**src/hw/rtl/brb_pkg.sv**
```systemverilog
// ----------------------------------------------------------------------------
// brb_pkg
// Shared command type, field widths and operation codes of the byte ring
// buffer.
// ----------------------------------------------------------------------------
package brb_pkg;

   localparam int FUNC_W = 3;
   localparam int BYTE_W = 8;
   localparam int CNT_W  = 12;

   // request selector codes
   localparam logic [FUNC_W-1:0] FUNC_WRITE     = 3'd0;
   localparam logic [FUNC_W-1:0] FUNC_READ      = 3'd1;
   localparam logic [FUNC_W-1:0] FUNC_PEEK      = 3'd2;
   localparam logic [FUNC_W-1:0] FUNC_SKIP      = 3'd3;
   localparam logic [FUNC_W-1:0] FUNC_COMMIT_WR = 3'd4;
   localparam logic [FUNC_W-1:0] FUNC_COMMIT_RD = 3'd5;
   localparam logic [FUNC_W-1:0] FUNC_CLEAR     = 3'd6;

   // internal operation codes after classification
   localparam int OP_W = 3;
   localparam logic [OP_W-1:0] OP_NOP    = 3'd0;
   localparam logic [OP_W-1:0] OP_WRITE  = 3'd1;
   localparam logic [OP_W-1:0] OP_READ   = 3'd2;
   localparam logic [OP_W-1:0] OP_PEEK   = 3'd3;
   localparam logic [OP_W-1:0] OP_ADV_RD = 3'd4;
   localparam logic [OP_W-1:0] OP_ADV_WR = 3'd5;
   localparam logic [OP_W-1:0] OP_CLEAR  = 3'd6;

   // command queue between front and back
   localparam int QDEPTH = 2;
   localparam int QIW    = 1;

   typedef struct packed {
      logic [OP_W-1:0]   op;
      logic [BYTE_W-1:0] data;
      logic [CNT_W-1:0]  count;
   } cmd_type;

endpackage

```
**src/hw/rtl/brb_cmd_queue.sv**
```systemverilog
// ----------------------------------------------------------------------------
// brb_cmd_queue
// Two-entry command queue that decouples the request front from the
// execution back.
// ----------------------------------------------------------------------------
module brb_cmd_queue
   import brb_pkg::*;
(
   input  logic    clock,
   input  logic    reset,
   input  logic    push,
   input  cmd_type push_cmd,
   input  logic    pop,
   output logic    q_valid,
   output cmd_type q_cmd,
   output logic    full
);

   localparam int FW = $clog2(QDEPTH + 1);

   cmd_type          slot_ff [QDEPTH];
   logic [QIW-1:0]   wr_idx_ff;
   logic [QIW-1:0]   wr_idx_in;
   logic [QIW-1:0]   rd_idx_ff;
   logic [QIW-1:0]   rd_idx_in;
   logic [FW-1:0]    fill_ff;
   logic [FW-1:0]    fill_in;
   logic             do_push;
   logic             do_pop;

   assign full    = (fill_ff == FW'(QDEPTH));
   assign q_valid = (fill_ff != '0);
   assign q_cmd   = slot_ff[rd_idx_ff];
   assign do_push = push && !full;
   assign do_pop  = pop && q_valid;

   always_comb begin
      wr_idx_in = do_push ? wr_idx_ff + 1'b1 : wr_idx_ff;
      rd_idx_in = do_pop ? rd_idx_ff + 1'b1 : rd_idx_ff;
      fill_in   = fill_ff;
      if (do_push && !do_pop) begin
         fill_in = fill_ff + 1'b1;
      end else if (do_pop && !do_push) begin
         fill_in = fill_ff - 1'b1;
      end
   end

   always_ff @(posedge clock) begin
      if (reset) begin
         wr_idx_ff <= '0;
         rd_idx_ff <= '0;
         fill_ff   <= '0;
      end else begin
         wr_idx_ff <= wr_idx_in;
         rd_idx_ff <= rd_idx_in;
         fill_ff   <= fill_in;
      end
   end

   always_ff @(posedge clock) begin
      if (do_push) begin
         slot_ff[wr_idx_ff] <= push_cmd;
      end
   end

   a_fill_bound: assert property (@(posedge clock) disable iff (reset)
      fill_ff <= FW'(QDEPTH))
      else $error("command queue fill exceeds its depth");

   a_fill_track: assert property (@(posedge clock) disable iff (reset)
      (push && !full && !(pop && q_valid)) |=> fill_ff == $past(fill_ff) + 1'b1)
      else $error("command queue lost a push");

   a_no_pop_empty: assert property (@(posedge clock) disable iff (reset)
      !q_valid |=> fill_ff <= FW'(1))
      else $error("command queue underflow");

endmodule

```
**config.mk**
```make
export PLATFORM = sky130hd
export DESIGN_NAME = brb_cmd_queue
export DESIGN_NICKNAME = d
export VERILOG_FILES = /design/src/hw/rtl/brb_pkg.sv /design/src/hw/rtl/brb_cmd_queue.sv
export SDC_FILE = /design/constraint.sdc
export NUM_CORES = 1
export LEC_CHECK = 0
export BUFFER_PORTS_ARGS = -buffer_cell sky130_fd_sc_hd__buf_2
export CORE_UTILIZATION = 50
export CTS_CLUSTER_SIZE = 28
export DETAILED_ROUTE_END_ITERATION = 12
export PLACE_DENSITY = 0.77
export SETUP_SLACK_MARGIN = 0.02
export SYNTH_ARGS = -nofsm -noshare
export SYNTH_HDL_FRONTEND = slang
export SYNTH_SLANG_ARGS = --single-unit
```
**constraint.sdc**
```tcl
create_clock -name clock -period 2.32 [get_ports clock]
set_input_delay 0.696 -clock clock [delete_from_list [all_inputs] [get_ports clock]]
set_output_delay 0.696 -clock clock [all_outputs]
set_load 0.1 [all_outputs]
```
==> metrics.txt <==
outcome finished, final reports clean; critical path peak fanout 10; antenna-violating nets left 0; final instance area 0.00267 mm^2; Synth area leader edfxtp_1; Die Wd 63.2 um; WL/cell 15.5 um; placed cell count 197; n_diodes 0; Syn Nets 124; Slew @ Worst Pin 0.487 ns; Synth Area in Compound Gates 1.34%; IO Port Bufs 51; Area Overhead vs Synth 42.8%; hold depth 2; die area 0.00399 mm^2; first-pass GRT wire length 5.02 mm; Clock Pin Slew Worst Setup and Hold Paths 0.09 ns; post-synthesis mux area share 13.8%; Place WS 0.328 ns; setup violators final 0; vias in the first global route 1,145; standard-cell rows 21; CTS Sinks 51; area of the core 0.00347 mm^2; Vias/cell 5.04; GPL Wtd Cong 0.677; synth warn 0; Synth Area in Adders 0.669%; commonest non-fill, non-tap cell in the layout edfxtp_1; Detail Placement HPWL 2.42 mm; Fin Clk Skew 0.00634 ns; buffers and inverters on the worst path 2; Finished Layout Cells 205; top cells by area, synth edfxtp_1 (74%), mux2_2 (14%), dfxtp_1 (5.4%); Final WS setup 0.125 ns; Register-to-Register Path Depth 4; CP Data Arrival Time 1.50 ns; drt initial violations 38; synth unique cells 14; via total after detailed routing 1,034; Mean Syn Cell Area 19.5 um^2; hold path startpoint wr_idx_ff$_SDFFE_PP0P_; period utilisation layout 94.6%; htree depth 2; most frequent cells in the layout edfxtp_1 (46), buf_2 (28), buf_12 (24); sequential fraction of the synthesis area 79.2%; Hold Crit Class register to register; highest clock rate 456 MHz; Initial Utilization 53.9%; share of post-route cells with drive strength above 1 57.2%; Post-Place Cell Area 0.00258 mm^2; WS Path Type register to output pin; GRT overflow 0; largest net degree at the start of global routing 18; xor/xnor share of the synthesized area 1.40%; CTS tree done; critical path cell sequence buf_4 > mux2_2 > buf_12; number of synthesized register bits 51; Layout Nets 186; Slew HR 67.8%; Crit path max-delay family flip-flops; die height 63.2 um; DRC 0; reg2reg start fill_ff[0]$_SDFFE_PP0P_; final hold violations 0; Startpoint Class register; Max Slew Vio Count 0; CP Capture Type output pin; final wirelength 3.18 mm; GRT Overall Usage 17.5%; CP peak stage delay 0.42 ns; Post-CTS Setup Bufs 0; Final Critical Period 2.19 ns; Crit path required time 1.62 ns; Synth top area share 73.8%; Levels on crit path 3; I/O Pins 52; largest family of logic cells by synthesized area multiplexers; RSZ-0062 raised after global routing no; total CTS buffers 5; total negative slack 0 ns; antenna violations before repair 0; Root Driver clkbuf_8; Max Cap Viol 0; CTS Buffer Depth 2; first-pass detailed-route iteration total 4; clk_lat worst skew 0.30 ns; Post-Syn Instances 96; Post-Syn Area 0.00187 mm^2; slowest CP cell dfxtp_2; simple-gate share of the synthesized area 2.61%
-- registers in the layout (all words and copies together) (netlist names), named ones only --
name       count
fill_ff        2
rd_idx_ff      1
slot_ff       46
wr_idx_ff      1
-- area by class of cell --
cell class	count	area, um^2
inverters	2	7.51
flip-flops and latches	51	1480
multi-input cells	41	372
well taps	46	57.6
fillers	208	797
clock buffers	5	68.8
repair buffers	57	658
clock inverters	3	25.0
-- worst min-delay path, delay by kind of cell, from the launching register on --
family | cells | cell delay (ns)
AO/OA/AOI/OAI | 2 | 0.13
flip-flops | 1 | 0.33
-- path summary, 6_finish.rpt --
check                                  end  slack, ns
hold reg to reg     wr_idx_ff$_SDFFE_PP0P_       0.50
setup / recovery                  q_cmd[6]       0.13
setup reg to reg  slot_ff[0][14]$_DFFE_PP_       0.70
hold / removal      wr_idx_ff$_SDFFE_PP0P_       0.50
-- cell families after synthesis --
kind of cell / count (synthesis)
adder cells (fa/ha/maj): 1
XOR/XNOR: 3
AND/OR/NAND/NOR: 9
buffers and inverters: 4
multiplexers: 23
flip-flops: 51
AO/OA/AOI/OAI: 5
-- per-layer routing --
metal / track usage, % / part of all wire, % / wire length, um / up-vias
met2: 32.3 / 55 / 1740 / 35
li1: - / - / - / 488
met4: 6.98 / 2.0 / 62 / 0
met3: 5.43 / 5.0 / 159 / 8
met1: 18.1 / 38 / 1220 / 503
met5: 0 / 0 / 0 / -
-- cell usage after synthesis --
cell / n
or3_1: 2
ha_1: 1
edfxtp_1: 46
mux2_2: 23
or2_2: 1
and2_1: 1
buf_2: 2
dfxtp_1: 5
nor2_1: 4
xor2_1: 3
a21oi_1: 2
inv_1: 2
nor2b_2: 1
o21ai_0: 3
-- timing repair --
| action | CTS | global route |
|---|---|---|
| hold buffers | 0 | 0 |
| setup endpoints to repair | 12 | 0 |
| gates resized for setup | 1 | 0 |
-- metrics by stage --
| step | hold slack [ns] | utilization [%] |
|---|---|---|
| final | 0.505 | 77.0 |
| after global routing | 0.552 | 77.0 |
| after CTS | 0.504 | 77.0 |
| after detailed placement | 0.491 | 74.3 |
| after global placement | 0.468 | 74.3 |
| after floorplan | 0.452 | - |
Power is left out: the tool's default activity adds up to more than one toggle a clock period on the data nets, which glitch-free logic cannot reach.
