### src/hw/rtl/brb_pkg.sv
// ----------------------------------------------------------------------------
// brb_pkg
// Shared command type, field widths and operation codes of the byte ring
// buffer.
// ----------------------------------------------------------------------------
package brb_pkg;

   localparam int FUNC_W = 3;
   localparam int BYTE_W = 8;
   localparam int CNT_W  = 12;

   // request selector codes
   localparam logic [FUNC_W-1:0] FUNC_WRITE     = 3'd0;
   localparam logic [FUNC_W-1:0] FUNC_READ      = 3'd1;
   localparam logic [FUNC_W-1:0] FUNC_PEEK      = 3'd2;
   localparam logic [FUNC_W-1:0] FUNC_SKIP      = 3'd3;
   localparam logic [FUNC_W-1:0] FUNC_COMMIT_WR = 3'd4;
   localparam logic [FUNC_W-1:0] FUNC_COMMIT_RD = 3'd5;
   localparam logic [FUNC_W-1:0] FUNC_CLEAR     = 3'd6;

   // internal operation codes after classification
   localparam int OP_W = 3;
   localparam logic [OP_W-1:0] OP_NOP    = 3'd0;
   localparam logic [OP_W-1:0] OP_WRITE  = 3'd1;
   localparam logic [OP_W-1:0] OP_READ   = 3'd2;
   localparam logic [OP_W-1:0] OP_PEEK   = 3'd3;
   localparam logic [OP_W-1:0] OP_ADV_RD = 3'd4;
   localparam logic [OP_W-1:0] OP_ADV_WR = 3'd5;
   localparam logic [OP_W-1:0] OP_CLEAR  = 3'd6;

   // command queue between front and back
   localparam int QDEPTH = 2;
   localparam int QIW    = 1;

   typedef struct packed {
      logic [OP_W-1:0]   op;
      logic [BYTE_W-1:0] data;
      logic [CNT_W-1:0]  count;
   } cmd_type;

endpackage

### src/hw/rtl/brb_front.sv
// ----------------------------------------------------------------------------
// brb_front
// Request front: takes request beats, classifies the selector into an
// internal operation and clamps read and peek bursts.
// ----------------------------------------------------------------------------
module brb_front
   import brb_pkg::*;
#(
   parameter int MAX_BURST = 64
)
(
   input  logic              start,
   output logic              busy,
   input  logic [FUNC_W-1:0] req_func,
   input  logic [BYTE_W-1:0] req_data_byte,
   input  logic [CNT_W-1:0]  req_count,
   input  logic              full,
   output logic              push,
   output cmd_type           push_cmd
);

   localparam logic [CNT_W-1:0] BURST_CAP = CNT_W'(MAX_BURST);

   logic [CNT_W-1:0] burst_cnt;

   assign busy      = full;
   assign push      = start && !full;
   assign burst_cnt = (req_count > BURST_CAP) ? BURST_CAP : req_count;

   always_comb begin
      push_cmd.data  = req_data_byte;
      push_cmd.count = req_count;
      case (req_func)
         FUNC_WRITE:     push_cmd.op = OP_WRITE;
         FUNC_READ: begin
            push_cmd.op    = OP_READ;
            push_cmd.count = burst_cnt;
         end
         FUNC_PEEK: begin
            push_cmd.op    = OP_PEEK;
            push_cmd.count = burst_cnt;
         end
         FUNC_SKIP:      push_cmd.op = OP_ADV_RD;
         FUNC_COMMIT_RD: push_cmd.op = OP_ADV_RD;
         FUNC_COMMIT_WR: push_cmd.op = OP_ADV_WR;
         FUNC_CLEAR:     push_cmd.op = OP_CLEAR;
         default:        push_cmd.op = OP_NOP;
      endcase
   end

endmodule

### config.mk
export PLATFORM = sky130hd
export DESIGN_NAME = brb_front
export DESIGN_NICKNAME = d
export VERILOG_FILES = /design/src/hw/rtl/brb_pkg.sv /design/src/hw/rtl/brb_front.sv
export SDC_FILE = /design/constraint.sdc
export NUM_CORES = 1
export LEC_CHECK = 0
export BUFFER_PORTS_ARGS = -buffer_cell sky130_fd_sc_hd__buf_2
export CAP_MARGIN = 40
export CORE_AREA = 2 2 39 41
export DETAILED_ROUTE_END_ITERATION = 8
export DIE_AREA = 0 0 41 43
export GPL_TIMING_DRIVEN = 0
export PLACE_DENSITY = 0.62
export SLEW_MARGIN = 10
export SYNTH_ARGS = -nofsm -noshare
export SYNTH_HDL_FRONTEND = slang
export SYNTH_SLANG_ARGS = --single-unit
### constraint.sdc
create_clock -name vclk -period 0.8
set_input_delay 0.04 -clock vclk [all_inputs]
set_output_delay 0.04 -clock vclk [all_outputs]
set_load 0.005 [all_outputs]
==> results of run 1 <==
## stage by stage
stage,worst slack [ps],cells
finish,-141,98
global placement,-270,96
floorplan,38.0,38
global route,-192,98
detailed placement,-294,96
CTS,-171,97
## cells in the final DEF, fill, tap and decap left out
master | synthesis | layout
sky130_fd_sc_hd__buf_2 | 0 | 38
sky130_fd_sc_hd__buf_4 | 9 | 10
sky130_fd_sc_hd__nor2b_1 | 6 | 6
sky130_fd_sc_hd__buf_6 | 0 | 4
sky130_fd_sc_hd__nor3b_1 | 4 | 3
sky130_fd_sc_hd__nor2_1 | 3 | 2
sky130_fd_sc_hd__inv_1 | 2 | 2
sky130_fd_sc_hd__and2_1 | 2 | 2
sky130_fd_sc_hd__nor3_4 | 0 | 1
sky130_fd_sc_hd__xnor2_4 | 0 | 1
sky130_fd_sc_hd__a211oi_2 | 1 | 1
sky130_fd_sc_hd__or2_2 | 1 | 1
sky130_fd_sc_hd__a311o_1 | 1 | 1
sky130_fd_sc_hd__nor4_4 | 0 | 1
sky130_fd_sc_hd__a2111oi_4 | 0 | 1
sky130_fd_sc_hd__nor3b_2 | 0 | 1
sky130_fd_sc_hd__nand3b_1 | 1 | 1
sky130_fd_sc_hd__o21ai_0 | 1 | 1
sky130_fd_sc_hd__nand2_1 | 1 | 1
sky130_fd_sc_hd__xnor2_1 | 1 | 1
sky130_fd_sc_hd__a21oi_1 | 1 | 1
sky130_fd_sc_hd__nor2_4 | 0 | 1
sky130_fd_sc_hd__buf_8 | 0 | 1
## layer usage
metal / up-vias / routed length (um) / track usage, %
li1: 210 / - / -
met1: 172 / 273 / 10.8
met2: 19 / 498 / 17.5
met3: 0 / 87 / 0
met4: 0 / 0 / 0
met5: - / 0 / 0
## what timing repair did
item | in CTS | in global routing
buffers inserted | 1 | 1
gates resized for setup | 14 | 3
pin swaps | 5 | 2
setup endpoints to repair | 12 | 9
## worst paths after layout
| path | from | end | slack, ps | cells after the start |
|---|---|---|---|---|
| worst max-delay path | req_count[1] | push_cmd[1] | -140 | 5 |
| worst min-delay path | req_data_byte[6] | push_cmd[18] | 240 | 2 |
## power by group through the flow
stage | Combinational [W] | Sequential (W) | Clock [W]
after global placement | 0.000275 | 0 | 0
after detailed placement | 0.000278 | 0 | 0
after global routing | 0.000377 | 0 | 0
after floorplan | 0.000136 | 0 | 0
after CTS | 0.000329 | 0 | 0
final | 0.000345 | 0 | 0
## worst max-delay path, stage by stage
cell and delay (ps):
sky130_fd_sc_hd__buf_6 100, sky130_fd_sc_hd__nor4_4 310, sky130_fd_sc_hd__a2111oi_4 130, sky130_fd_sc_hd__nor3b_1 180, sky130_fd_sc_hd__buf_2 140
## final cells by class
class                           instances  area, um^2
Multi-Input combinational cell         27         255
Fill cell                             136         776
Timing Repair Buffer                   44         258
Buffer                                  9        67.6
Inverter                                2        7.51
Tap cell                               16        20.0
## logic make-up (layout without fill, tap and decap cells)
logic type | count (synthesis) | after routing
AO/OA/AOI/OAI | 5 | 5
XOR/XNOR | 2 | 2
buffers and inverters | 11 | 55
AND/OR/NAND/NOR | 20 | 20
==> reports/results.md, run 1 <==
| Step | Item | Value |
|:---|:---|:---|
| power and ir drop | Share of total power in the clock network | 0% |
| timing | Number of failing setup endpoints in the final timing report | 12 |
| layout | Clock buf count | 0 |
| power and ir drop | Sequential share of power | 0% |
| timing | Worst hold margin | 245 ps |
| synth | Main combinational cell family by area after synthesis | simple AND/OR/NAND/NOR gates |
| global routing | Maximum number of pins on one net before global-route repair | 8 |
| setup path | Critical path class | input pin to output port |
| die | Die Outline Area | 1760 um^2 |
| synth | Top cell type by total area after synthesis | sky130_fd_sc_hd__buf_4 |
| power and ir drop | Internal Power | 0.000203 W |
| die | Die Y | 43 um |
| synth | Proportion of synthesized chip area in sequential cells | 0% |
| layout | Sequential cell area | 0 um^2 |
| synth | Post-synthesis simple-gate area fraction | 44.9% |
| layout | Utilization of the core after routing | 43.9% |
| setup path | Critical path capture point type | output port |
| min path | Path class of the lowest-slack min-delay path | input pin to output port |
| layout | Number of sequential cells in the layout | 0 |
| power and ir drop | Final Total Pwr | 0.000345 W |
| route | Antenna viol nets, final | 0 |
| synth | Net Count, Synth | 63 |
| synth | Leading cell type by number of instances after synthesis | sky130_fd_sc_hd__buf_4 |
| global routing | Remaining Overflow, GRT | 0 |
| die | Initial core utilization | 19.3% |
| route | Iteration-0 DRC count of the detailed router | 1 |
| layout | Layout Cell Area excl Fill | 608 um^2 |
| place | Placed cell areas | 498 um^2 |
| route | Wire length reported by the detailed router | 859 um |
| route | Residual DRC | 0 |
| layout | Antenna diodes | 0 |
| die | Core Footprint | 1380 um^2 |
| die | Die width | 41 um |
| run | Total of max-cap violations | 0 |
| layout | Area grow syn2layout | 127% |
| timing | Setup repair after global routing missed its margin | yes |
| power and ir drop | Comb power frac | 100.0% |
| power and ir drop | Net switching fraction of the power | 41.2% |
| timing | Number of endpoints with negative hold slack in the final report | 0 |
| timing | Worst-case headroom to the max-slew limit | 75.5% |
| route | DRT Pass-1 Iters | 2 |
| timing | Transition time of the tightest slew-check pin | 367 ps |
| outcome | Outcome | finished with violations |
| synth | Multiplexer share of the synthesized area | 0% |
| setup path | Worst setup SP type | input pin |
| layout | Total number of nets in the final design | 109 |
| power and ir drop | Power density of the placed cells | 567 nW/um^2 |
| timing | Total Negative Setup Slacks | -938 ps |
| setup path | Maximum fanout count along the critical path | 4 |
| route | Post-DR wirelength/cell | 8.77 um |
| timing | Max Transition Viols Final | 0 |
| die | I/O pins | 50 |
| power and ir drop | Worst vdd rail ir drop | 0.000230 V |
| global routing | Number of global-route vias before repair | 303 |
| route | Via Count | 401 |
| synth | Mean Syn Cell Area | 7.05 um^2 |
| global routing | Global-route wire length before repair | 1.19 mm |
| power and ir drop | Leakage Power | 0.317 nW |
| place | Detail Placement HPWL | 697 um |
| synth | Post-synth top area share | 25.2% |
| synth | Compound-cell area share of the yosys netlist | 17.8% |
| place | Routability Congestion | 0.539 |
| clocking | Hold-fix buffers at CTS | 0 |
| outcome | Failing checks | setup timing |
| global routing | Global-route usage over all layers | 9.00% |
| synth | Most instantiated cells after synthesis | sky130_fd_sc_hd__buf_4 (9), sky130_fd_sc_hd__nor2b_1 (6), sky130_fd_sc_hd__nor3b_1 (4) |
| power and ir drop | Switching power total | 0.000142 W |
| timing | Fmax achieved | 1060 MHz |
| timing | Final critical-path share of the clock period | 118% |
| route | Post-DR vias/cell | 4.09 |
| setup path | Data required time at the worst endpoint | 760 ps |
| synth | Number of warnings issued by yosys | 0 |
| place | Buffers on Ports | 42 |
| global routing | Antenna violations before repair | 0 |
| synth | Syn Inst Count | 38 |
| synth | Top cells by area, synth | sky130_fd_sc_hd__buf_4 (25%), sky130_fd_sc_hd__nor2b_1 (14%), sky130_fd_sc_hd__nor3b_1 (11%), sky130_fd_sc_hd__xnor2_2 (6.1%), sky130_fd_sc_hd__a2111oi_2 (5.6%) |
| synth | Unique cell type count in the Yosys netlist | 18 |
| setup path | Worst path arrival time | 900 ps |
| synth | Adder-cell share of the synthesized area | 0% |
| layout | Fraction of final layout cells sized beyond drive strength 1 | 74.4% |
| synth | Area share of xor/xnor cells in the synthesized design | 9.35% |
| timing | Worst-case setup margin in the final layout | -141 ps |
| timing | Final critical path time including I/O delays and setup | 941 ps |
| synth | Summed instance area of the synthesized netlist | 268 um^2 |
| die | Number of standard-cell rows in the floorplan | 14 |
No activity file was read; power rests on OpenSTA's default activity.
==> run 2: changes to the inputs <==
--- a/config.mk
+++ b/config.mk
@@ -6,12 +6,13 @@
 export NUM_CORES = 1
 export LEC_CHECK = 0
 export BUFFER_PORTS_ARGS = -buffer_cell sky130_fd_sc_hd__buf_2
-export CAP_MARGIN = 40
+export CAP_MARGIN = 10
 export CORE_AREA = 2 2 39 41
 export DETAILED_ROUTE_END_ITERATION = 8
 export DIE_AREA = 0 0 41 43
 export GPL_TIMING_DRIVEN = 0
 export PLACE_DENSITY = 0.62
+export RECOVER_POWER = 25
 export SLEW_MARGIN = 10
 export SYNTH_ARGS = -nofsm -noshare
 export SYNTH_HDL_FRONTEND = slang
==> reports/results.md, run 2 (synthesis gave the netlist of run 1 again) <==
| Step | Item | Value | Delta |
|:---|:---|:---|:---|
| outcome | Outcome | finished with violations |  |
| outcome | Failing checks | setup timing |  |
| timing | Final critical-path share of the clock period | 118% | about the same |
| route | Wire length reported by the detailed router | 857 um | -0.23% |
| layout | Clock buf count | 0 | unchanged |
| route | Antenna viol nets, final | 0 | unchanged |
| layout | Number of filler cells placed in the layout | 136 | unchanged |
| power and ir drop | Sequential share of power | 0% | unchanged |
| layout | Antenna diodes | 0 | unchanged |
| die | Die width | 41 um | unchanged |
| place | Worst slack after detailed placement | -294 ps | unchanged |
| die | Die Y | 43 um | unchanged |
| die | Die Outline Area | 1760 um^2 | unchanged |
| global routing | Antenna violations before repair | 0 | unchanged |
| timing | Fmax achieved | 1060 MHz | about the same |
| timing | Worst-case setup margin in the final layout | -141 ps | -0.00500 ps |
| setup path | Kind of cell adding the most delay to the critical path | simple AND/OR/NAND/NOR gates |  |
| place | Routability Congestion | 0.539 | unchanged |
| layout | Utilization of the core after routing | 43.9% | unchanged |
| power and ir drop | Net switching fraction of the power | 41.3% | +0.087 points |
| layout | Most frequent standard cell in the layout excluding fill and tap cells | sky130_fd_sc_hd__buf_2 |  |
| global routing | Remaining Overflow, GRT | 0 | unchanged |
| global routing | Most Crowded Layer GR | met2 |  |
| route | Via Count | 401 | unchanged |
| place | Detail Placement HPWL | 697 um | unchanged |
| route | Iteration-0 DRC count of the detailed router | 1 | unchanged |
| setup path | Largest incremental delay on the critical path | 310 ps | about the same |
| die | I/O pins | 50 | unchanged |
| run | Total of max-cap violations | 0 | unchanged |
| power and ir drop | Internal Power | 0.000202 W | -0.39% |
| setup path | CP cell instances | buf_6 > nor4_4 > a2111oi_4 > nor3b_1 > buf_2 |  |
| power and ir drop | Switching power total | 0.000142 W | about the same |
| global routing | Met2 GRT Util | 17.5% | unchanged |
| global routing | Met1 Use GR | 10.8% | unchanged |
| layout | Total number of nets in the final design | 109 | unchanged |
| setup path | Worst setup SP type | input pin |  |
| global routing | Global-route usage over all layers | 9.00% | unchanged |
| setup path | Data required time at the worst endpoint | 760 ps | about the same |
| timing | Max Transition Viols Final | 0 | unchanged |
| layout | Area grow syn2layout | 127% | unchanged |
| timing | Number of failing setup endpoints in the final timing report | 12 | unchanged |
| timing | Setup repair after global routing missed its margin | yes |  |
| setup path | Worst path buffer plus inverter count | 2 | unchanged |
| power and ir drop | Worst vdd rail ir drop | 0.000230 V | about the same |
| global routing | Number of global-route vias before repair | 303 | unchanged |
| timing | Transition time of the tightest slew-check pin | 367 ps | unchanged |
| setup path | Maximum fanout count along the critical path | 4 | unchanged |
| power and ir drop | Leakage Power | 0.316 nW | -0.19% |
| global routing | Global-route wire length before repair | 1.19 mm | unchanged |
| die | Number of standard-cell rows in the floorplan | 14 | unchanged |
| global routing | Maximum number of pins on one net before global-route repair | 8 | unchanged |
| layout | Fraction of final layout cells sized beyond drive strength 1 | 74.4% | unchanged |
| setup path | Crit path max-delay cell type | sky130_fd_sc_hd__nor4_4 |  |
| die | Initial core utilization | 19.3% | unchanged |
| timing | Number of endpoints with negative hold slack in the final report | 0 | unchanged |
| power and ir drop | Final Total Pwr | 0.000344 W | -0.24% |
| power and ir drop | Share of total power in the clock network | 0% | unchanged |
| setup path | Critical path class | input pin to output port |  |
| power and ir drop | Comb power frac | 100.0% | about the same |
| layout | Sequential cell area | 0 um^2 | unchanged |
| layout | Most frequent cells in the layout | sky130_fd_sc_hd__buf_2 (38), sky130_fd_sc_hd__buf_4 (7), sky130_fd_sc_hd__nor2b_1 (6), sky130_fd_sc_hd__buf_6 (4) |  |
| place | Buffers on Ports | 42 | unchanged |
| timing | Worst-case headroom to the max-slew limit | 75.5% | unchanged |
| setup path | Worst path arrival time | 900 ps | about the same |
| route | Post-DR vias/cell | 4.09 | unchanged |
| die | Core Footprint | 1380 um^2 | unchanged |
| route | Residual DRC | 0 | unchanged |
| min path | Path class of the lowest-slack min-delay path | input pin to output port |  |
| setup path | Critical path capture point type | output port |  |
| timing | Final critical path time including I/O delays and setup | 941 ps | +0.00500 ps |
| layout | Number of sequential cells in the layout | 0 | unchanged |
| route | Post-DR wirelength/cell | 8.74 um | -0.23% |
| global routing | GR Util met3 | 0% | unchanged |
| route | DRT Pass-1 Iters | 2 | unchanged |
| power and ir drop | Power density of the placed cells | 566 nW/um^2 | -0.24% |
-- run 2: final timing paths --
kind,from,endpoint,slack (ps),cells after the start
setup / recovery,req_count[1],push_cmd[1],-140,5
hold / removal,req_data_byte[6],push_cmd[18],240,2
-- run 2: repair_timing --
item | in CTS | in global routing
endpoints found under the setup margin | 12 | 9
gates resized for setup | 14 | 3
pin swaps | 5 | 2
buffers inserted | 1 | 1
hold buffers | 0 | 0
-- run 2: cell type report --
class                           count  area (um^2)  area share (%)
Buffer                              9         67.6            11.1
Inverter                            2         7.51            1.23
Multi-Input combinational cell     27          255            42.0
Tap cell                           16         20.0            3.29
Timing Repair Buffer               44          258            42.4
-- run 2: through the flow --
stage                     cell area (um^2)  hold slack, ps  cells  setup TNS [ps]
after global routing                   608             261     98           -1460
after CTS                              587             246     97            -951
after detailed placement               498             246     96           -1990
after floorplan                        268             108     38               0
after global placement                 498             247     96           -1820
final                                  608             245     98            -938
-- run 2: power groups by stage --
stage | combinational, W | clock, W | sequential, W
after global placement | 0.000275 | 0 | 0
after floorplan | 0.000136 | 0 | 0
after global routing | 0.000376 | 0 | 0
after CTS | 0.000329 | 0 | 0
final | 0.000344 | 0 | 0
after detailed placement | 0.000278 | 0 | 0
-- run 2: routing by layer --
layer  share of wire (%)  routed length [um]
met5                   0                   0
met2                  58                 497
met1                  32                 272
met3                  10                  87
met4                   0                   0
==> run 3: changes to the inputs <==
--- a/config.mk
+++ b/config.mk
@@ -7,11 +7,13 @@
 export LEC_CHECK = 0
 export BUFFER_PORTS_ARGS = -buffer_cell sky130_fd_sc_hd__buf_2
 export CAP_MARGIN = 10
-export CORE_AREA = 2 2 39 41
+export CELL_PAD_IN_SITES_DETAIL_PLACEMENT = 1
+export CELL_PAD_IN_SITES_GLOBAL_PLACEMENT = 1
+export CORE_MARGIN = 2
+export CORE_UTILIZATION = 15
 export DETAILED_ROUTE_END_ITERATION = 8
-export DIE_AREA = 0 0 41 43
 export GPL_TIMING_DRIVEN = 0
-export PLACE_DENSITY = 0.62
+export PLACE_DENSITY = 0.89
 export RECOVER_POWER = 25
 export SLEW_MARGIN = 10
 export SYNTH_ARGS = -nofsm -noshare
==> reports/results.md, run 3 (synthesis gave the netlist of run 1 again) <==
| Step | Item | Value | Delta |
|:---|:---|:---|:---|
| outcome | Outcome | finished with violations |  |
| run | Total of max-cap violations | 0 | unchanged |
| route | DRT Pass-1 Iters | 4 | +2 |
| layout | Antenna diodes | 0 | unchanged |
| global routing | Global-route wire length before repair | 1.69 mm | +42% |
| layout | Layout Cell Area excl Fill | 694 um^2 | +14% |
| route | Wire length reported by the detailed router | 1.15 mm | +34% |
| die | Number of standard-cell rows in the floorplan | 15 | +1 |
| die | Die Outline Area | 2140 um^2 | +21% |
| layout | Number of sequential cells in the layout | 0 | unchanged |
| die | Initial core utilization | 15.7% | -3.7 points |
| timing | Fmax achieved | 1020 MHz | -4.1% |
| global routing | Remaining Overflow, GRT | 0 | unchanged |
| layout | Utilization of the core after routing | 40.7% | -3.3 points |
| timing | Worst-case setup margin in the final layout | -181 ps | -40.1 ps |
| layout | Area grow syn2layout | 159% |  |
| timing | Worst-case headroom to the max-slew limit | 70.9% | -4.7 points |
| route | Via Count | 438 | +9.2% |
| setup path | Worst path arrival time | 940 ps | +40 ps |
| route | Residual DRC | 0 | unchanged |
| setup path | Maximum fanout count along the critical path | 4 | unchanged |
| route | Post-DR vias/cell | 4.02 | -1.8% |
| setup path | Worst setup SP type | input pin |  |
| layout | Most frequent cells in the layout | sky130_fd_sc_hd__buf_2 (32), sky130_fd_sc_hd__buf_4 (12), sky130_fd_sc_hd__nor2b_1 (5), sky130_fd_sc_hd__buf_6 (5), sky130_fd_sc_hd__nor3b_2 (3) |  |
| layout | Fraction of final layout cells sized beyond drive strength 1 | 78.6% | +4.2 points |
| min path | Path class of the lowest-slack min-delay path | input pin to output port |  |
| timing | Number of endpoints with negative hold slack in the final report | 0 | unchanged |
| timing | Max Transition Viols Final | 0 | unchanged |
| global routing | Maximum number of pins on one net before global-route repair | 8 | unchanged |
| power and ir drop | Worst vdd rail ir drop | 0.000214 V | -6.8% |
| setup path | Critical path capture point type | output port |  |
| setup path | Data required time at the worst endpoint | 760 ps | about the same |
| power and ir drop | Final Total Pwr | 0.000403 W | +17% |
| timing | Final critical path time including I/O delays and setup | 981 ps | +40.1 ps |
| layout | Sequential cell area | 0 um^2 | unchanged |
| global routing | Number of global-route vias before repair | 423 | +40% |
| global routing | Global-route usage over all layers | 10.2% | +1.2 points |
| timing | Number of failing setup endpoints in the final timing report | 12 | unchanged |
| timing | Setup repair after global routing missed its margin | yes |  |
| route | Post-DR wirelength/cell | 10.5 um | +20% |
| timing | Final critical-path share of the clock period | 123% | +5.0 points |
| power and ir drop | Leakage Power | 0.345 nW | +9.2% |
| die | Core Footprint | 1710 um^2 | +23% |
| power and ir drop | Power density of the placed cells | 580 nW/um^2 | +2.4% |
| place | Buffers on Ports | 42 | unchanged |
| die | Die width | 46.3 um | +13% |
| route | Antenna viol nets, final | 0 | unchanged |
| layout | Total number of nets in the final design | 111 | +1.8% |
| die | Die Y | 46.3 um | +7.6% |
| outcome | Failing checks | setup timing |  |
| die | I/O pins | 50 | unchanged |
| layout | Clock buf count | 0 | unchanged |
| timing | Worst hold margin | 247 ps | +2.18 ps |
| place | Routability Congestion | 0.557 | +3.2% |
| layout | Most frequent standard cell in the layout excluding fill and tap cells | sky130_fd_sc_hd__buf_2 |  |
| place | Placed cell areas | 509 um^2 | +2.3% |
| route | Iteration-0 DRC count of the detailed router | 3 | +2 |
| setup path | Critical path class | input pin to output port |  |
| timing | Transition time of the tightest slew-check pin | 437 ps | +69.8 ps |
| global routing | Antenna violations before repair | 0 | unchanged |
==> run 3: worst paths after layout <==
check | startpoint | to | depth (start not counted)
worst min-delay path | req_data_byte[4] | push_cmd[16] | 2
worst max-delay path | req_count[9] | push_cmd[0] | 6
==> run 3: stage by stage <==
| stage | cells | TNS [ps] | worst slack (ps) |
|---|---|---|---|
| 4_1_cts | 106 | -1020 | -171 |
| 6_report | 109 | -1200 | -181 |
| 3_3_place_gp | 105 | -1900 | -287 |
| 3_5_place_dp | 105 | -2040 | -292 |
| 2_1_floorplan | 38 | 0 | 38.0 |
| 5_1_grt | 109 | -1750 | -242 |
==> run 3: cell type report <==
| class | instances | area, um^2 |
|---|---|---|
| fill | 222 | 1010 |
| timing repair buffer | 46 | 308 |
| buffer | 9 | 67.6 |
| multi-input combinational | 27 | 280 |
| inverter | 2 | 7.51 |
| tap | 25 | 31.3 |
==> run 3: layer usage <==
metal	wire length [um]	vias to the layer above	global-route usage [%]
met5	0	-	0
met4	0	0	0
met3	73	0	0.784
met2	721	20	24.7
met1	351	205	8.53
li1	-	213	-
==> run 3: power breakdown <==
group	internal (W)	leakage (nW)	switching (W)
Combinational	0.000240	0.345	0.000163
Clock	0	0	0
Sequential	0	0	0
Total	0.000240	0.345	0.000163
==> run 3: critical path, cell delays in order <==
cell and delay (ps):
sky130_fd_sc_hd__buf_8 100, sky130_fd_sc_hd__nor3_4 230, sky130_fd_sc_hd__a211oi_4 90, sky130_fd_sc_hd__buf_4 160, sky130_fd_sc_hd__nor3b_1 180, sky130_fd_sc_hd__buf_2 140
==> run 3: timing repair <==
action / in CTS / in global routing
hold buffers: 0 / 0
setup endpoints to repair: 12 / 12
gates resized for setup: 15 / 18
buffers inserted: 1 / 3
pin swaps: 9 / 9
